## src/lfr_pkg.sv

```systemverilog
package lfr_pkg;

  localparam logic [1:0] KIND_HSI   = 2'd0;
  localparam logic [1:0] KIND_RGBW  = 2'd1;
  localparam logic [1:0] KIND_IDENT = 2'd2;

  localparam logic [7:0] CRC_INIT = 8'hff;
  localparam logic [7:0] CRC_POLY = 8'h31;

  localparam int OUT_TDATA_W = 40;

  typedef struct packed {
    logic [7:0] device_address;
    logic [7:0] broadcast_address;
    logic [7:0] start_byte;
    logic [7:0] confirm_byte;
    logic [7:0] escape_byte;
    logic [7:0] cmd_code_hsi;
    logic [7:0] cmd_code_rgbw;
    logic [7:0] cmd_code_ident;
  } cfg_t;

  typedef struct packed {
    logic [7:0] value_d;
    logic [7:0] value_c;
    logic [7:0] value_b;
    logic [7:0] value_a;
    logic [1:0] command_kind;
  } result_t;

  function automatic logic [7:0] crc8_byte(input logic [7:0] crc_in, input logic [7:0] data);
    logic [7:0] crc;
    crc = crc_in ^ data;
    for (int b = 0; b < 8; b++) begin
      if (crc[7]) begin
        crc = {crc[6:0], 1'b0} ^ CRC_POLY;
      end else begin
        crc = {crc[6:0], 1'b0};
      end
    end
    return crc;
  endfunction

endpackage

```

## src/lfr_cfg.sv

```systemverilog
module lfr_cfg (
  input  logic                clk,
  input  logic                rst_n,
  input  logic                cfg_psel,
  input  logic                cfg_penable,
  input  logic                cfg_pwrite,
  input  logic [4:0]          cfg_paddr,
  input  logic [31:0]         cfg_pwdata,
  output logic [31:0]         cfg_prdata,
  output logic                cfg_pready,
  output lfr_pkg::cfg_t       cfg
);

  localparam logic [2:0] REG_DEV     = 3'd0;
  localparam logic [2:0] REG_BCAST   = 3'd1;
  localparam logic [2:0] REG_START   = 3'd2;
  localparam logic [2:0] REG_CONFIRM = 3'd3;
  localparam logic [2:0] REG_ESCAPE  = 3'd4;
  localparam logic [2:0] REG_HSI     = 3'd5;
  localparam logic [2:0] REG_RGBW    = 3'd6;
  localparam logic [2:0] REG_IDENT   = 3'd7;

  lfr_pkg::cfg_t cfg_r;
  lfr_pkg::cfg_t cfg_nxt;
  logic          wr_en;
  logic [2:0]    idx;
  logic [7:0]    rd_byte;

  assign cfg_pready = 1'b1;
  assign wr_en      = cfg_psel & cfg_penable & cfg_pwrite;
  assign idx        = cfg_paddr[4:2];
  assign cfg        = cfg_r;

  always_comb begin
    cfg_nxt = cfg_r;
    if (wr_en) begin
      case (idx)
        REG_DEV:     cfg_nxt.device_address    = cfg_pwdata[7:0];
        REG_BCAST:   cfg_nxt.broadcast_address = cfg_pwdata[7:0];
        REG_START:   cfg_nxt.start_byte        = cfg_pwdata[7:0];
        REG_CONFIRM: cfg_nxt.confirm_byte      = cfg_pwdata[7:0];
        REG_ESCAPE:  cfg_nxt.escape_byte       = cfg_pwdata[7:0];
        REG_HSI:     cfg_nxt.cmd_code_hsi      = cfg_pwdata[7:0];
        REG_RGBW:    cfg_nxt.cmd_code_rgbw     = cfg_pwdata[7:0];
        REG_IDENT:   cfg_nxt.cmd_code_ident    = cfg_pwdata[7:0];
        default:     cfg_nxt = cfg_r;
      endcase
    end
  end

  always_comb begin
    case (idx)
      REG_DEV:     rd_byte = cfg_r.device_address;
      REG_BCAST:   rd_byte = cfg_r.broadcast_address;
      REG_START:   rd_byte = cfg_r.start_byte;
      REG_CONFIRM: rd_byte = cfg_r.confirm_byte;
      REG_ESCAPE:  rd_byte = cfg_r.escape_byte;
      REG_HSI:     rd_byte = cfg_r.cmd_code_hsi;
      REG_RGBW:    rd_byte = cfg_r.cmd_code_rgbw;
      REG_IDENT:   rd_byte = cfg_r.cmd_code_ident;
      default:     rd_byte = 8'd0;
    endcase
  end

  assign cfg_prdata = {24'd0, rd_byte};

  always_ff @(posedge clk) begin
    if (!rst_n) begin
      cfg_r.device_address    <= 8'd0;
      cfg_r.broadcast_address <= 8'd255;
      cfg_r.start_byte        <= 8'd66;
      cfg_r.confirm_byte      <= 8'd35;
      cfg_r.escape_byte       <= 8'd36;
      cfg_r.cmd_code_hsi      <= 8'd1;
      cfg_r.cmd_code_rgbw     <= 8'd2;
      cfg_r.cmd_code_ident    <= 8'd3;
    end else begin
      cfg_r <= cfg_nxt;
    end
  end

endmodule

```

## src/lfr_parse.sv

```systemverilog
module lfr_parse #(
  parameter int MIN_LEN = 4,
  parameter int MAX_LEN = 16
) (
  input  logic             clk,
  input  logic             rst_n,
  input  lfr_pkg::cfg_t    cfg,
  input  logic             byte_valid,
  input  logic [7:0]       rx_byte,
  output logic             res_valid,
  output lfr_pkg::result_t res
);

  localparam int LW = $clog2(MAX_LEN + 1);

  localparam logic [1:0] PH_IDLE = 2'd0;
  localparam logic [1:0] PH_LEN  = 2'd1;
  localparam logic [1:0] PH_BODY = 2'd2;

  logic [1:0]    phase_r, phase_nxt;
  logic          pend_r, pend_nxt;
  logic [LW-1:0] fill_r, fill_nxt;
  logic [LW-1:0] len_r, len_nxt;
  logic [7:0]    crc_r, crc_nxt;
  logic [7:0]    addr_r, addr_nxt;
  logic [7:0]    cmd_r, cmd_nxt;
  logic [7:0]    opt_r [4];
  logic [7:0]    opt_nxt [4];

  logic          go;
  logic [7:0]    b;
  logic          finish;
  logic          frame_ok;
  logic [LW:0]   fill_p2;
  logic [LW:0]   fill_p1;

  assign fill_p1 = {1'b0, fill_r} + (LW+1)'(1);
  assign fill_p2 = {1'b0, fill_r} + (LW+1)'(2);

  always_comb begin
    phase_nxt = phase_r;
    pend_nxt  = pend_r;
    fill_nxt  = fill_r;
    len_nxt   = len_r;
    crc_nxt   = crc_r;
    addr_nxt  = addr_r;
    cmd_nxt   = cmd_r;
    opt_nxt   = opt_r;
    go        = 1'b0;
    b         = rx_byte;
    finish    = 1'b0;

    if (byte_valid) begin
      if (rx_byte == cfg.start_byte) begin
        pend_nxt = 1'b1;
      end else if (pend_r) begin
        pend_nxt = 1'b0;
        if (rx_byte == cfg.confirm_byte) begin
          phase_nxt = PH_LEN;
        end else if (rx_byte != cfg.escape_byte) begin
          phase_nxt = PH_IDLE;
        end else begin
          go = 1'b1;
          b  = cfg.start_byte;
        end
      end else begin
        go = 1'b1;
      end
    end

    if (go) begin
      case (phase_r)
        PH_LEN: begin
          if (b >= 8'(MIN_LEN) && b <= 8'(MAX_LEN)) begin
            len_nxt   = b[LW-1:0];
            fill_nxt  = LW'(1);
            phase_nxt = PH_BODY;
            crc_nxt   = lfr_pkg::crc8_byte(lfr_pkg::CRC_INIT, b);
          end else begin
            phase_nxt = PH_IDLE;
          end
        end
        PH_BODY: begin
          if (fill_r < len_r) begin
            fill_nxt = fill_p1[LW-1:0];
            if (fill_r == LW'(1)) begin
              addr_nxt = b;
            end
            if (fill_r == LW'(2)) begin
              cmd_nxt = b;
            end
            for (int k = 0; k < 4; k++) begin
              if (fill_r == LW'(3 + k)) begin
                opt_nxt[k] = b;
              end
            end
            if (fill_p2 < {1'b0, len_r}) begin
              crc_nxt = lfr_pkg::crc8_byte(crc_r, b);
            end
          end
          if (fill_p1 >= {1'b0, len_r}) begin
            phase_nxt = PH_IDLE;
            finish    = 1'b1;
          end
        end
        default: phase_nxt = PH_IDLE;
      endcase
    end
  end

  assign frame_ok = finish && (crc_r == b)
                    && (addr_r == cfg.device_address || addr_r == cfg.broadcast_address);

  always_comb begin
    res       = '0;
    res_valid = 1'b0;
    if (cmd_r == cfg.cmd_code_hsi && len_r == LW'(MIN_LEN + 3)) begin
      res.command_kind = lfr_pkg::KIND_HSI;
      res.value_a      = opt_r[0];
      res.value_b      = opt_r[1];
      res.value_c      = opt_r[2];
      res_valid        = frame_ok;
    end else if (cmd_r == cfg.cmd_code_rgbw && len_r == LW'(MIN_LEN + 4)) begin
      res.command_kind = lfr_pkg::KIND_RGBW;
      res.value_a      = opt_r[0];
      res.value_b      = opt_r[1];
      res.value_c      = opt_r[2];
      res.value_d      = opt_r[3];
      res_valid        = frame_ok;
    end else if (cmd_r == cfg.cmd_code_ident && len_r == LW'(MIN_LEN)) begin
      res.command_kind = lfr_pkg::KIND_IDENT;
      res_valid        = frame_ok;
    end
  end

  always_ff @(posedge clk) begin
    if (!rst_n) begin
      phase_r <= PH_IDLE;
      pend_r  <= 1'b0;
      fill_r  <= '0;
    end else begin
      phase_r <= phase_nxt;
      pend_r  <= pend_nxt;
      fill_r  <= fill_nxt;
    end
  end

  always_ff @(posedge clk) begin
    len_r  <= len_nxt;
    crc_r  <= crc_nxt;
    addr_r <= addr_nxt;
    cmd_r  <= cmd_nxt;
    opt_r  <= opt_nxt;
  end

endmodule

```

## src/lfr_out.sv

```systemverilog
module lfr_out (
  input  logic             clk,
  input  logic             rst_n,
  input  logic             res_valid,
  input  lfr_pkg::result_t res,
  output logic             accept_ok,
  output logic             out_tvalid,
  input  logic             out_tready,
  output lfr_pkg::result_t out_res
);

  logic             out_v_r, out_v_nxt;
  logic             skid_v_r, skid_v_nxt;
  lfr_pkg::result_t out_d_r, out_d_nxt;
  lfr_pkg::result_t skid_d_r, skid_d_nxt;

  assign accept_ok  = !skid_v_r;
  assign out_tvalid = out_v_r;
  assign out_res    = out_d_r;

  always_comb begin
    out_v_nxt  = out_v_r;
    out_d_nxt  = out_d_r;
    skid_v_nxt = skid_v_r;
    skid_d_nxt = skid_d_r;
    if (!out_v_r || out_tready) begin
      if (skid_v_r) begin
        out_v_nxt  = 1'b1;
        out_d_nxt  = skid_d_r;
        skid_v_nxt = 1'b0;
      end else begin
        out_v_nxt = res_valid;
        out_d_nxt = res;
      end
    end else if (res_valid) begin
      skid_v_nxt = 1'b1;
      skid_d_nxt = res;
    end
  end

  always_ff @(posedge clk) begin
    if (!rst_n) begin
      out_v_r  <= 1'b0;
      skid_v_r <= 1'b0;
    end else begin
      out_v_r  <= out_v_nxt;
      skid_v_r <= skid_v_nxt;
    end
  end

  always_ff @(posedge clk) begin
    out_d_r  <= out_d_nxt;
    skid_d_r <= skid_d_nxt;
  end

endmodule

```

## src/led_command_frame_receiver.sv

```systemverilog
// Command frame receiver: takes one received serial byte per transfer on the in_ stream and
// returns one decoded command (set HSI, set RGBW or ident) on the out_ stream for every
// frame whose length, CRC-8, address and option count check out. The framing state,
// running CRC and captured header bytes update in the cycle of the transfer and the
// result lands in an output register backed by a one-entry skid stage, so in_tready
// drops only while that skid stage holds a result. Registers are set through the cfg_
// port and should be written only while no frame is in progress.
module led_command_frame_receiver #(
  parameter int MIN_LEN = 4,
  parameter int MAX_LEN = 16
) (
  input  logic        clk,
  input  logic        rst_n,
  input  logic        in_tvalid,
  output logic        in_tready,
  input  logic [7:0]  in_tdata,   // [7:0] rx_byte
  output logic        out_tvalid,
  input  logic        out_tready,
  output logic [39:0] out_tdata,  // [1:0] command_kind, [9:2] value_a, [17:10] value_b,
                                  // [25:18] value_c, [33:26] value_d, [39:34] zero
  input  logic        cfg_psel,
  input  logic        cfg_penable,
  input  logic        cfg_pwrite,
  input  logic [4:0]  cfg_paddr,
  input  logic [31:0] cfg_pwdata,
  output logic [31:0] cfg_prdata,
  output logic        cfg_pready
);

  lfr_pkg::cfg_t    cfg;
  lfr_pkg::result_t res;
  lfr_pkg::result_t out_res;
  logic             res_valid;
  logic             accept_ok;
  logic             byte_valid;

  assign in_tready  = accept_ok;
  assign byte_valid = in_tvalid & accept_ok;
  assign out_tdata  = {(lfr_pkg::OUT_TDATA_W - $bits(lfr_pkg::result_t))'(0), out_res};

  lfr_cfg u_cfg (
    .clk         (clk),
    .rst_n       (rst_n),
    .cfg_psel    (cfg_psel),
    .cfg_penable (cfg_penable),
    .cfg_pwrite  (cfg_pwrite),
    .cfg_paddr   (cfg_paddr),
    .cfg_pwdata  (cfg_pwdata),
    .cfg_prdata  (cfg_prdata),
    .cfg_pready  (cfg_pready),
    .cfg         (cfg)
  );

  lfr_parse #(
    .MIN_LEN (MIN_LEN),
    .MAX_LEN (MAX_LEN)
  ) u_parse (
    .clk        (clk),
    .rst_n      (rst_n),
    .cfg        (cfg),
    .byte_valid (byte_valid),
    .rx_byte    (in_tdata),
    .res_valid  (res_valid),
    .res        (res)
  );

  lfr_out u_out (
    .clk        (clk),
    .rst_n      (rst_n),
    .res_valid  (res_valid),
    .res        (res),
    .accept_ok  (accept_ok),
    .out_tvalid (out_tvalid),
    .out_tready (out_tready),
    .out_res    (out_res)
  );

endmodule

```

## config.mk

```make
export PLATFORM = sky130hd
export DESIGN_NAME = led_command_frame_receiver
export DESIGN_NICKNAME = d
export VERILOG_FILES = /design/src/lfr_pkg.sv /design/src/lfr_cfg.sv /design/src/lfr_parse.sv /design/src/lfr_out.sv /design/src/led_command_frame_receiver.sv
export SDC_FILE = /design/constraint.sdc
export NUM_CORES = 1
export LEC_CHECK = 0
export BUFFER_PORTS_ARGS = -buffer_cell sky130_fd_sc_hd__buf_2
export CORE_UTILIZATION = 59
export CTS_CLUSTER_DIAMETER = 30
export DETAILED_ROUTE_END_ITERATION = 10
export PLACE_DENSITY = 0.91
export SYNTH_ARGS = -nofsm -noshare
export SYNTH_HDL_FRONTEND = slang
export SYNTH_SLANG_ARGS = --single-unit
```

## constraint.sdc

```tcl
create_clock -name clk -period 4.3 [get_ports clk]
set_input_delay 0 -clock clk [delete_from_list [all_inputs] [get_ports clk]]
set_output_delay 0 -clock clk [all_outputs]
set_load 0.1 [all_outputs]
```

==> results of run 1 <==
## flip-flops by register name, summed over array words and instances, names as in the netlist
name              cells
u_cfg.cfg            64
u_out.out_res        34
u_out.skid_d_r       34
u_parse.opt_r        32
u_parse.addr_r        8
u_parse.cmd_r         8
u_parse.crc_r         8
u_parse.fill_r        5
u_parse.len_r         5
u_parse.phase_r       2
u_out.out_tvalid      1
u_out.skid_v_r        1
u_parse.pend_r        1
## through the flow
stage	hold WS, ps	instance area (um^2)	total power [mW]	instances	worst slack (ps)
after detailed placement	345.2	10560	2.492	1124	737.1
after global placement	335.2	10560	2.486	1124	831.2
after global routing	27.28	11880	5.400	1199	442.9
final	18.71	11880	5.275	1199	615.2
after floorplan	121.7	10340	2.454	904	931.1
after CTS	3.873	11880	5.286	1199	684.4
## final timing paths
check | slack [ps] | endpoint | from
setup / recovery | 620 | u_out.skid_d_r[17]$_DFFE_PP_ | u_cfg.cfg[42]$_SDFFE_PN0P_
hold / removal | 20 | u_parse.pend_r$_SDFFE_PN0P_ | in_tvalid
setup reg to reg | 620 | u_out.skid_d_r[17]$_DFFE_PP_ | u_cfg.cfg[42]$_SDFFE_PN0P_
hold reg to reg | 510 | u_cfg.cfg[30]$_SDFFE_PN0P_ | u_cfg.cfg[30]$_SDFFE_PN0P_
## cells in the mapped netlist, drive strengths merged (2+ instances only)
master   number
o21ai        16
o211ai        5
a211oi        3
clkbuf       30
o21a          3
nand2        56
buf          48
mux2i        71
ha           21
nor4          9
nand2b        3
xnor2        82
edfxtp      129
a22oi         4
mux2         37
mux4          4
o31a          2
inv          27
nand4        14
a31oi         3
nor2b         5
a221oi        6
conb          2
o211a         4
nand3         9
and2         36
a22o          2
xor2         27
dfxtp        74
clkinv        2
a2111oi       2
xor3          2
o22ai         3
or3           2
a21oi        28
nor2         77
a41o          2
nor3         12
## per-layer routing
metal	up-vias	track usage	part of all wire
li1	3190	-	-
met1	3429	0.3578	0.40
met2	396	0.4737	0.49
met3	66	0.06202	0.081
met4	0	0.1263	0.034
met5	-	0	0
## layout make-up
class,instances,area [um^2],share of cell area
clock buffers,40,925.9,0.07795
multi-input cells,594,4409,0.3712
repair buffers,89,523.0,0.04403
flip-flops and latches,203,5355,0.4509
clock inverters,24,280.3,0.02360
inverters,29,108.9,0.009165
well taps,220,275.3,0.02318
## where the power goes
| group | switching, mW | total (mW) | internal, mW |
|---|---|---|---|
| Combinational | 0.307 | 0.394 | 0.0873 |
| Sequential | 0.00660 | 2.08 | 2.07 |
| Clock | 0.991 | 2.81 | 1.81 |
| Total | 1.30 | 5.27 | 3.97 |
## timing repair
action / CTS / global route
hold buffers: 11 / 0
resized for setup: 0 / 0
setup buffers: 0 / 0
hold endpoints to repair: 64 / 0
## worst max-delay path: cells and delay by family, from the launching register on
family	cells	cell delay [ps]
flops	1	510
xor+xnor	2	370
buf+inv	1	410
compound gates	1	320
mux	1	430
simple gates	5	1280
## cell families (layout without fill, tap and decap cells)
kind of cell / count (synthesis) / count (layout)
buf+inv: 107 / 182
mux: 112 / 112
simple gates: 230 / 230
compound gates: 88 / 88
flops: 203 / 203
fa+ha+maj: 21 / 21
xor+xnor: 112 / 112
other cells: 2 / 31
## cell usage in the layout (no fill, tap or decap), drive strengths merged, types with 32 or more instances in the layout
master and instances:
buf 78, mux2i 71, nor2 77, dfxtp 74
edfxtp 129, and2 36, clkbuf 40, mux2 37
inv 32, xnor2 82, nand2 56
==> out/metrics.cfg, run 1 <==
[synth]
synth.top_cell.area_share=0.3787
synthMuxAreaShare=0.1226
ys_ff_latch=203
ys_seq_area_frac=0.5235
synth_cells=875
synth_xor_area_frac=0.1042
syn_avg_cell_area_um2=11.69
netlist_area_mm2=0.01023
synth_top_family_by_area=multiplexers
synth-simple-area-share=0.1101
synth.distinct_cells=65
synth_largest_area_cell=edfxtp_1
synth_compound_area_frac=0.05712
ys_warn_count=0
synth_fa_ha_area_frac=0.02568
ys.flop_type=edfxtp_1
synth.top_cells.by_area=edfxtp_1 (38%), dfxtp_1 (14%), xnor2_1 (7.0%)
ys_async_sr_fraction=0
synth_edf_count=129

[floorplan]
core_area_mm2=0.01676
fp.dieW_um=133.7
start_util=0.6104
rows=47
design.die.area_mm2=0.01787
fp.dieH_um=133.7
io_pins=127

[drt]
firstDrtPassIters=8
wire_per_inst_um=20.65
viasPerCell=5.906
drc=0
first_iter_violations=761
wl_um=24760
vias=7081
postRouteAntennaNets=0

[critical_path]
cp-start-kind=flip-flop
worst_ep_required_time_ps=4450
crit_type=flip-flop to flip-flop
slowest_delay_ps=510
crit_arrival_ps=3840
critPathSlowestCell=dfxtp_1
crit_chain=xnor2_1 -> nand4_1 -> o211a_1 -> nand2_4 -> mux2_4 -> xor2_4 -> nor4_1 -> and4_1 -> and2_1 -> buf_4
reg2reg_depth=10
crit_fanout=32
critical_path.endpoint_type=flip-flop

[placed_design]
place.gp.congestion=0.9240
place_hpwl_um=15740
numPortBuffers=69

[grt]
grt_pass1_vias=7129
antenna_found_initial=0
grt_pass1_wl_um=38710
grt_max_degree=47
overflow=0
grtUsageTotal=0.2850

[clock_network]
cts_max_level=2
root_buffer=clkbuf_16
clk_latency_ps=510
clkSinkCount=203
numCtsBuffers=35
cts.clk_slew.worst_paths_ps=50
clock_path_buffers=3
cts_tree=built

[layout]
antenna_cells=0
utilization=0.7087
area_delta_synth_final_pct=16.11
fillers=1063
final_nets=1025
layout-drive-gt1-share=0.1951

[sta]
fin_skew_ps=14.54
finalHoldViolations=0
tightest_slew_ps=1267
relSlewSlack=0.1544
finalCritPeriodShare=0.8569
setup_viol=0
period_minus_slack_ps=3685
rsz0062_at_grt=false
final_max_slew_viol_count=0
fin_setup_tns_ps=0
max_freq_mhz=271.4

[status]
outcome=finished, final reports clean

[min_path]
whs_path_depth=3
min_path_type=input pin to flip-flop

[pwr]
p_leak_nw=4.533
ir_drop_uv=307.6
powerDensity_mw_per_mm2=444.1

[job]
cap_viol_max_count=0

No activity file was read; power rests on OpenSTA's default activity.
==> inputs of run 2 (changes only) <==
--- a/config.mk
+++ b/config.mk
@@ -10,6 +10,7 @@
 export CTS_CLUSTER_DIAMETER = 30
 export DETAILED_ROUTE_END_ITERATION = 10
 export PLACE_DENSITY = 0.91
+export RECOVER_POWER = 50
 export SYNTH_ARGS = -nofsm -noshare
 export SYNTH_HDL_FRONTEND = slang
 export SYNTH_SLANG_ARGS = --single-unit
==> run 2 against run 1 <==
Global-route usage unchanged. Non-clock buffer count unchanged. Flip-flop and latch count did not move. Die area stayed put. Setup slack improved by 58 ps. Total power about the same. First-iteration DRC count is 3.9% lower. Sequential share of layout area grew 0.38 points. Clock-buffer cell count did not move. Clock skew about the same. Combinational power fell by 1%. Critical path type unchanged.
==> out/metrics.cfg, run 2 (synthesis results as in run 1) <==
[status]
outcome=finished, final reports clean

[layout]
antenna_cells=0
area_delta_synth_final_pct=15.13
fillers=1102
layout_common_cells=edfxtp_1 (129), xnor2_1 (82), nor2_1 (77)
layout-drive-gt1-share=0.1420
largest_register_ffs=64
mostFrequentLayoutCell=edfxtp_1
final_nets=1025

[critical_path]
worst_ep_required_time_ps=4450
crit_arrival_ps=3780
cp-start-kind=flip-flop
critPathSlowestCell=dfxtp_1
cp_top_family=simple AND/OR/NAND/NOR gates
critical_path.endpoint_type=flip-flop
crit_type=flip-flop to flip-flop
path_buf_inv=1
slowest_delay_ps=510
crit_fanout=32
crit_chain=xnor2_1 -> nand4_1 -> o211a_1 -> nand2_4 -> mux2_4 -> xor2_4 -> nor4_1 -> and4_1 -> and2_1 -> buf_4

[pwr]
p_leak_nw=4.335
powerDensity_mw_per_mm2=447.6
clock_power_share=0.532
ir_drop_uv=308.1
p_seq_frac=0.394
p_comb_frac=0.074
netSwitchingFraction=0.2474
internal_power_mw=3.967
switching_power_mw=1.304

[placed_design]
dp_slack_ps=737.1
place_hpwl_um=15740
place.gp.congestion=0.9240
numPortBuffers=69

[clock_network]
cts_resized=0
clk_latency_ps=510
clkSinkCount=203
cts.clk_slew.worst_paths_ps=50
postCtsSetupBuffers=0
clock_path_buffers=3
cts_tree=built
numCtsBuffers=35
cts_max_level=2
root_buffer=clkbuf_16

[floorplan]
rows=47
design.die.area_mm2=0.01787
fp.dieW_um=133.7
fp.dieH_um=133.7
start_util=0.6104
core_area_mm2=0.01676
io_pins=127

[drt]
drc=0
first_iter_violations=731
viasPerCell=5.845
postRouteAntennaNets=0
firstDrtPassIters=5
vias=7008
wire_per_inst_um=20.63
wl_um=24730

[sta]
fin_setup_tns_ps=0
fin_ws_ps=673.7
fin_skew_ps=15.02
finalHoldViolations=0
relSlewSlack=0.03984
final_max_slew_viol_count=0
finalCritPeriodShare=0.8433
period_minus_slack_ps=3626
holdWs_ps=11.05
rsz0062_at_grt=false
tightest_slew_ps=1440
max_freq_mhz=275.8
setup_viol=0

[grt]
grt_pass1_wl_um=38710
grtUsageTotal=0.2850
grt_max_degree=47
overflow=0
antenna_found_initial=0
grt_pass1_vias=7129

[min_path]
min_path_type=input pin to flip-flop

[job]
cap_viol_max_count=0

==> run 2: cell count changes in the layout (fill, tap and decap cells not counted), sizes merged <==
cell / delta
clkbuf: +49
buf: -49
==> run 2: layout make-up <==
cell class / instances / area, um^2 / area share
clock buffer: 40 / 925.9 / 0.07861
clock inverter: 24 / 280.3 / 0.02380
inverter: 29 / 108.9 / 0.009243
multi-input combinational: 594 / 4380 / 0.3719
sequential: 203 / 5355 / 0.4547
tap: 220 / 275.3 / 0.02337
timing repair buffer: 89 / 451.7 / 0.03835
==> run 2: worst paths after layout <==
| path | cells after the start | slack [ps] | startpoint | endpoint |
|---|---|---|---|---|
| worst max-delay path | 10 | 670 | u_cfg.cfg[41]$_SDFFE_PN1P_ | u_out.skid_d_r[17]$_DFFE_PP_ |
| worst min-delay path | 3 | 10 | in_tvalid | u_parse.pend_r$_SDFFE_PN0P_ |
| worst max register to register | 10 | 670 | u_cfg.cfg[41]$_SDFFE_PN1P_ | u_out.skid_d_r[17]$_DFFE_PP_ |
| worst min register to register | 2 | 510 | u_cfg.cfg[30]$_SDFFE_PN0P_ | u_cfg.cfg[30]$_SDFFE_PN0P_ |
==> run 2: power groups by stage <==
stage          combinational (mW)  clock [mW]  sequential, mW
3_3_place_gp                0.372           0            2.11
2_1_floorplan               0.343           0            2.11
6_report                    0.390        2.81            2.08
4_1_cts                     0.389        2.82            2.08
3_5_place_dp                0.379           0            2.11
5_1_grt                     0.405        2.92            2.07
==> run 2: routing by layer <==
| layer | track usage | up-vias | routed length (um) |
|---|---|---|---|
| met5 | 0 | - | 0 |
| met4 | 0.1263 | 0 | 911 |
| met3 | 0.06202 | 76 | 2150 |
| met2 | 0.4737 | 378 | 11980 |
| met1 | 0.3578 | 3367 | 9691 |
| li1 | - | 3187 | - |
==> run 2: stage by stage <==
step / total power, mW / std cells / utilization / instance area (um^2)
floorplan: 2.454 / 904 / - / 10340
global placement: 2.486 / 1124 / 0.6302 / 10560
detailed placement: 2.492 / 1124 / 0.6302 / 10560
CTS: 5.286 / 1199 / 0.7087 / 11880
global route: 5.395 / 1199 / 0.7027 / 11780
finish: 5.271 / 1199 / 0.7027 / 11780
==> run 2: worst min-delay path, stage by stage <==
cell and delay, ps:
buf_2 100, nor2b_1 150, o211a_1 210
==> run 2: repair_timing <==
action	in CTS	in global routing
endpoints found under the setup margin	0	0
endpoints found under the hold margin	64	0
hold buffers	11	0
==> inputs of run 3 (changes only) <==
--- a/config.mk
+++ b/config.mk
@@ -5,11 +5,12 @@
 export SDC_FILE = /design/constraint.sdc
 export NUM_CORES = 1
 export LEC_CHECK = 0
+export ABC_AREA = 1
 export BUFFER_PORTS_ARGS = -buffer_cell sky130_fd_sc_hd__buf_2
-export CORE_UTILIZATION = 59
+export CORE_UTILIZATION = 53
 export CTS_CLUSTER_DIAMETER = 30
 export DETAILED_ROUTE_END_ITERATION = 10
-export PLACE_DENSITY = 0.91
+export PLACE_DENSITY = 0.87
 export RECOVER_POWER = 50
 export SYNTH_ARGS = -nofsm -noshare
 export SYNTH_HDL_FRONTEND = slang
==> constraint.sdc (replaced) <==
create_clock -name clk -period 3.03 [get_ports clk]
set_input_delay 0 -clock clk [delete_from_list [all_inputs] [get_ports clk]]
set_output_delay 0 -clock clk [all_outputs]
set_load 0.1 [all_outputs]
==> run 3 against run 2 <==
Final area increased by 4.2%. First-iteration DRC count fell by 7.7%. Via count rose by 23%. Non-clock buffer count up 29. Global-route usage is 1.7 points lower. Clock power increased by 53%. Clock-buffer cell count rose by 7. Largest power group unchanged. Sequential power increased by 42%. Synthesized cell count is 35% higher. Setup slack worse by 500 ps. Core utilization shrank 4.9 points. The flow now finishes with violations (max-capacitance violations, max-slew violations). Hold slack better by 140 ps.
==> out/metrics.cfg, run 3 <==
[drt]
postRouteAntennaNets=0
viasPerCell=5.458
first_iter_violations=675
wire_per_inst_um=16.43
drc=0
wl_um=25930
vias=8612
firstDrtPassIters=7

[layout]
layout-drive-gt1-share=0.1124
area_delta_synth_final_pct=20.32
regArea_mm2=0.005355
largest_register_ffs=64
fillers=1356
final_nets=1386
antenna_cells=0
multi_input_area_mm2=0.004061
utilization=0.6541
layout_common_cells=nand2_1 (272), nor2_1 (158), inv_1 (132)
layout.cells.non_filler=1578
mostFrequentLayoutCell=nand2_1

[clock_network]
clk_latency_ps=530
cts_tree=built
root_buffer=clkbuf_16
clkSinkCount=203
cts.clk_slew.worst_paths_ps=60
cts_max_level=2
numCtsBuffers=39
clock_path_buffers=3

[floorplan]
start_util=0.5436
core_area_mm2=0.01877
rows=50
fp.dieH_um=140.7
io_pins=127
fp.dieW_um=140.7
design.die.area_mm2=0.01981

[min_path]
min_path_type=input pin to flip-flop
min_from=cfg_paddr[2]
whs_path_depth=5

[grt]
grt_use_met1=0.3321
top_usage_layer=met2
grt_max_degree=67
overflow=0
grt_pass1_vias=8132
antenna_found_initial=0
met2_usage=0.4389
grt_pass1_wl_um=41180
met3_usage=0.06929
grtUsageTotal=0.2677

[synth]
ys_ff_latch=203
synth_cells=1183
synth.top_cells.by_area=edfxtp_1 (38%), dfxtp_1 (15%), nand2_1 (10%)
ys_seq_area_frac=0.5249
yosysMostFrequentCell=nand2_1
syn_avg_cell_area_um2=8.624
ys.flop_type=edfxtp_1
synth_largest_area_cell=edfxtp_1
synth.distinct_cells=46
synth_edf_count=129
netlist_area_mm2=0.01020
ys_warn_count=0
ys_async_sr_fraction=0
synth_top_cells_by_count=nand2_1 (272), nor2_1 (159), inv_1 (132)
synth.top_cell.area_share=0.3797

[pwr]
powerDensity_mw_per_mm2=637.0
ir_drop_uv=503.0
p_leak_nw=5.361
power_mw=7.820

[placed_design]
place_hpwl_um=17190
dp.cells=1493
place.gp.congestion=0.9477
numPortBuffers=69

[critical_path]
reg2reg_depth=16
crit_arrival_ps=3060
r2r_slack_ps=170
crit_start=u_cfg.cfg[25]$_SDFFE_PN0P_
reg2reg_to=u_out.skid_d_r[17]$_DFFE_PP_
cp-endpoint=u_out.skid_d_r[17]$_DFFE_PP_
critical_path.endpoint_type=flip-flop
r2r-start=u_cfg.cfg[25]$_SDFFE_PN0P_
crit_type=flip-flop to flip-flop
crit_fanout=30
worst_ep_required_time_ps=3240
cp-start-kind=flip-flop

[sta]
tightest_slew_ps=2482
fin_skew_ps=41.51
finalCritPeriodShare=0.9433
holdWs_ps=151.8
relSlewSlack=-0.6547
period_minus_slack_ps=2858
final_max_slew_viol_count=103
fin_setup_tns_ps=0
finalHoldViolations=0
max_freq_mhz=349.9
setup_viol=0

[status]
violations=max-capacitance violations, max-slew violations
outcome=finished, violations left

[job]
cap_viol_max_count=2

-- run 3: cell types whose count changed in the layout (fill, tap and decap cells not counted), sizes merged, moves of 55 or more --
cell / previous run / this run
nand2: 56 / 274
inv: 32 / 147
nor2: 77 / 165
mux2i: 71 / 0
nand3: 9 / 73
xnor2: 82 / 18
o21ai: 16 / 71
-- run 3: power breakdown --
| group | internal, mW | leakage, nW | switching [mW] |
|---|---|---|---|
| registers | 2.94 | 1.80 | 0.0114 |
| clock network | 2.73 | 0.655 | 1.57 |
| logic | 0.115 | 2.91 | 0.459 |
-- run 3: area by class of cell --
class                           instances  area share
Multi-Input combinational cell        806      0.3309
Clock inverter                         25     0.02375
Clock buffer                           47     0.08531
Tap cell                              234     0.02385
Timing Repair Buffer                  118     0.05565
Inverter                              145     0.04434
Sequential cell                       203      0.4362
-- run 3: routing by layer --
metal	routed length (um)	share of wire
met5	0	0
met4	1039	0.040
met3	2616	0.10
met2	12100	0.47
met1	10170	0.39
-- run 3: worst min-delay path by stage --
stage | to
finish | u_cfg.cfg[41]$_SDFFE_PN1P_
global route | u_cfg.cfg[29]$_SDFFE_PN1P_
CTS | u_cfg.cfg[41]$_SDFFE_PN1P_
detailed placement | u_out.out_tvalid$_SDFFE_PN0P_
global placement | u_out.out_tvalid$_SDFFE_PN0P_
floorplan | u_cfg.cfg[49]$_SDFFE_PN1P_
-- run 3: cell families (layout without fill, tap and decap cells) --
group | count (synthesis) | in the layout | synth area share
xor gates and xnor gates | 58 | 58 | 0.05310
adders and majority gates | 21 | 21 | 0.02575
and+or+nand+nor | 540 | 540 | 0.2177
other | 2 | 31 | 0.0007361
DFF | 203 | 203 | 0.5249
AOI/OAI and AO/OA | 156 | 156 | 0.08891
buffers and inverters | 203 | 335 | 0.08891
-- run 3: what timing repair did --
action,4_1_cts,5_1_grt
endpoints found under the setup margin,0,48
buffers inserted,0,2
hold buffers,11,0
endpoints found under the hold margin,70,0
gates resized for setup,0,2
-- run 3: worst max-delay path, cell delays in order, from the launching register on --
cell and delay, ps:
dfxtp_1 330, inv_1 80, nand2_1 60, nand2_1 70, nand2_1 70, nor2_2 160
nand3_2 110, nor2_4 160, nand2_4 160, nand2_1 100, o21ai_1 70, buf_4 160
xnor2_1 190, nor3_1 260, nand3_2 190, nor2_4 150, buf_12 200
-- run 3: through the flow --
stage / area [um^2] / setup slack (ps)
6_report: 12280 / 171.9
5_1_grt: 12280 / -8.549
3_5_place_dp: 10880 / 189.1
2_1_floorplan: 10320 / 174.4
3_3_place_gp: 10880 / 256.7
4_1_cts: 12330 / 124.6
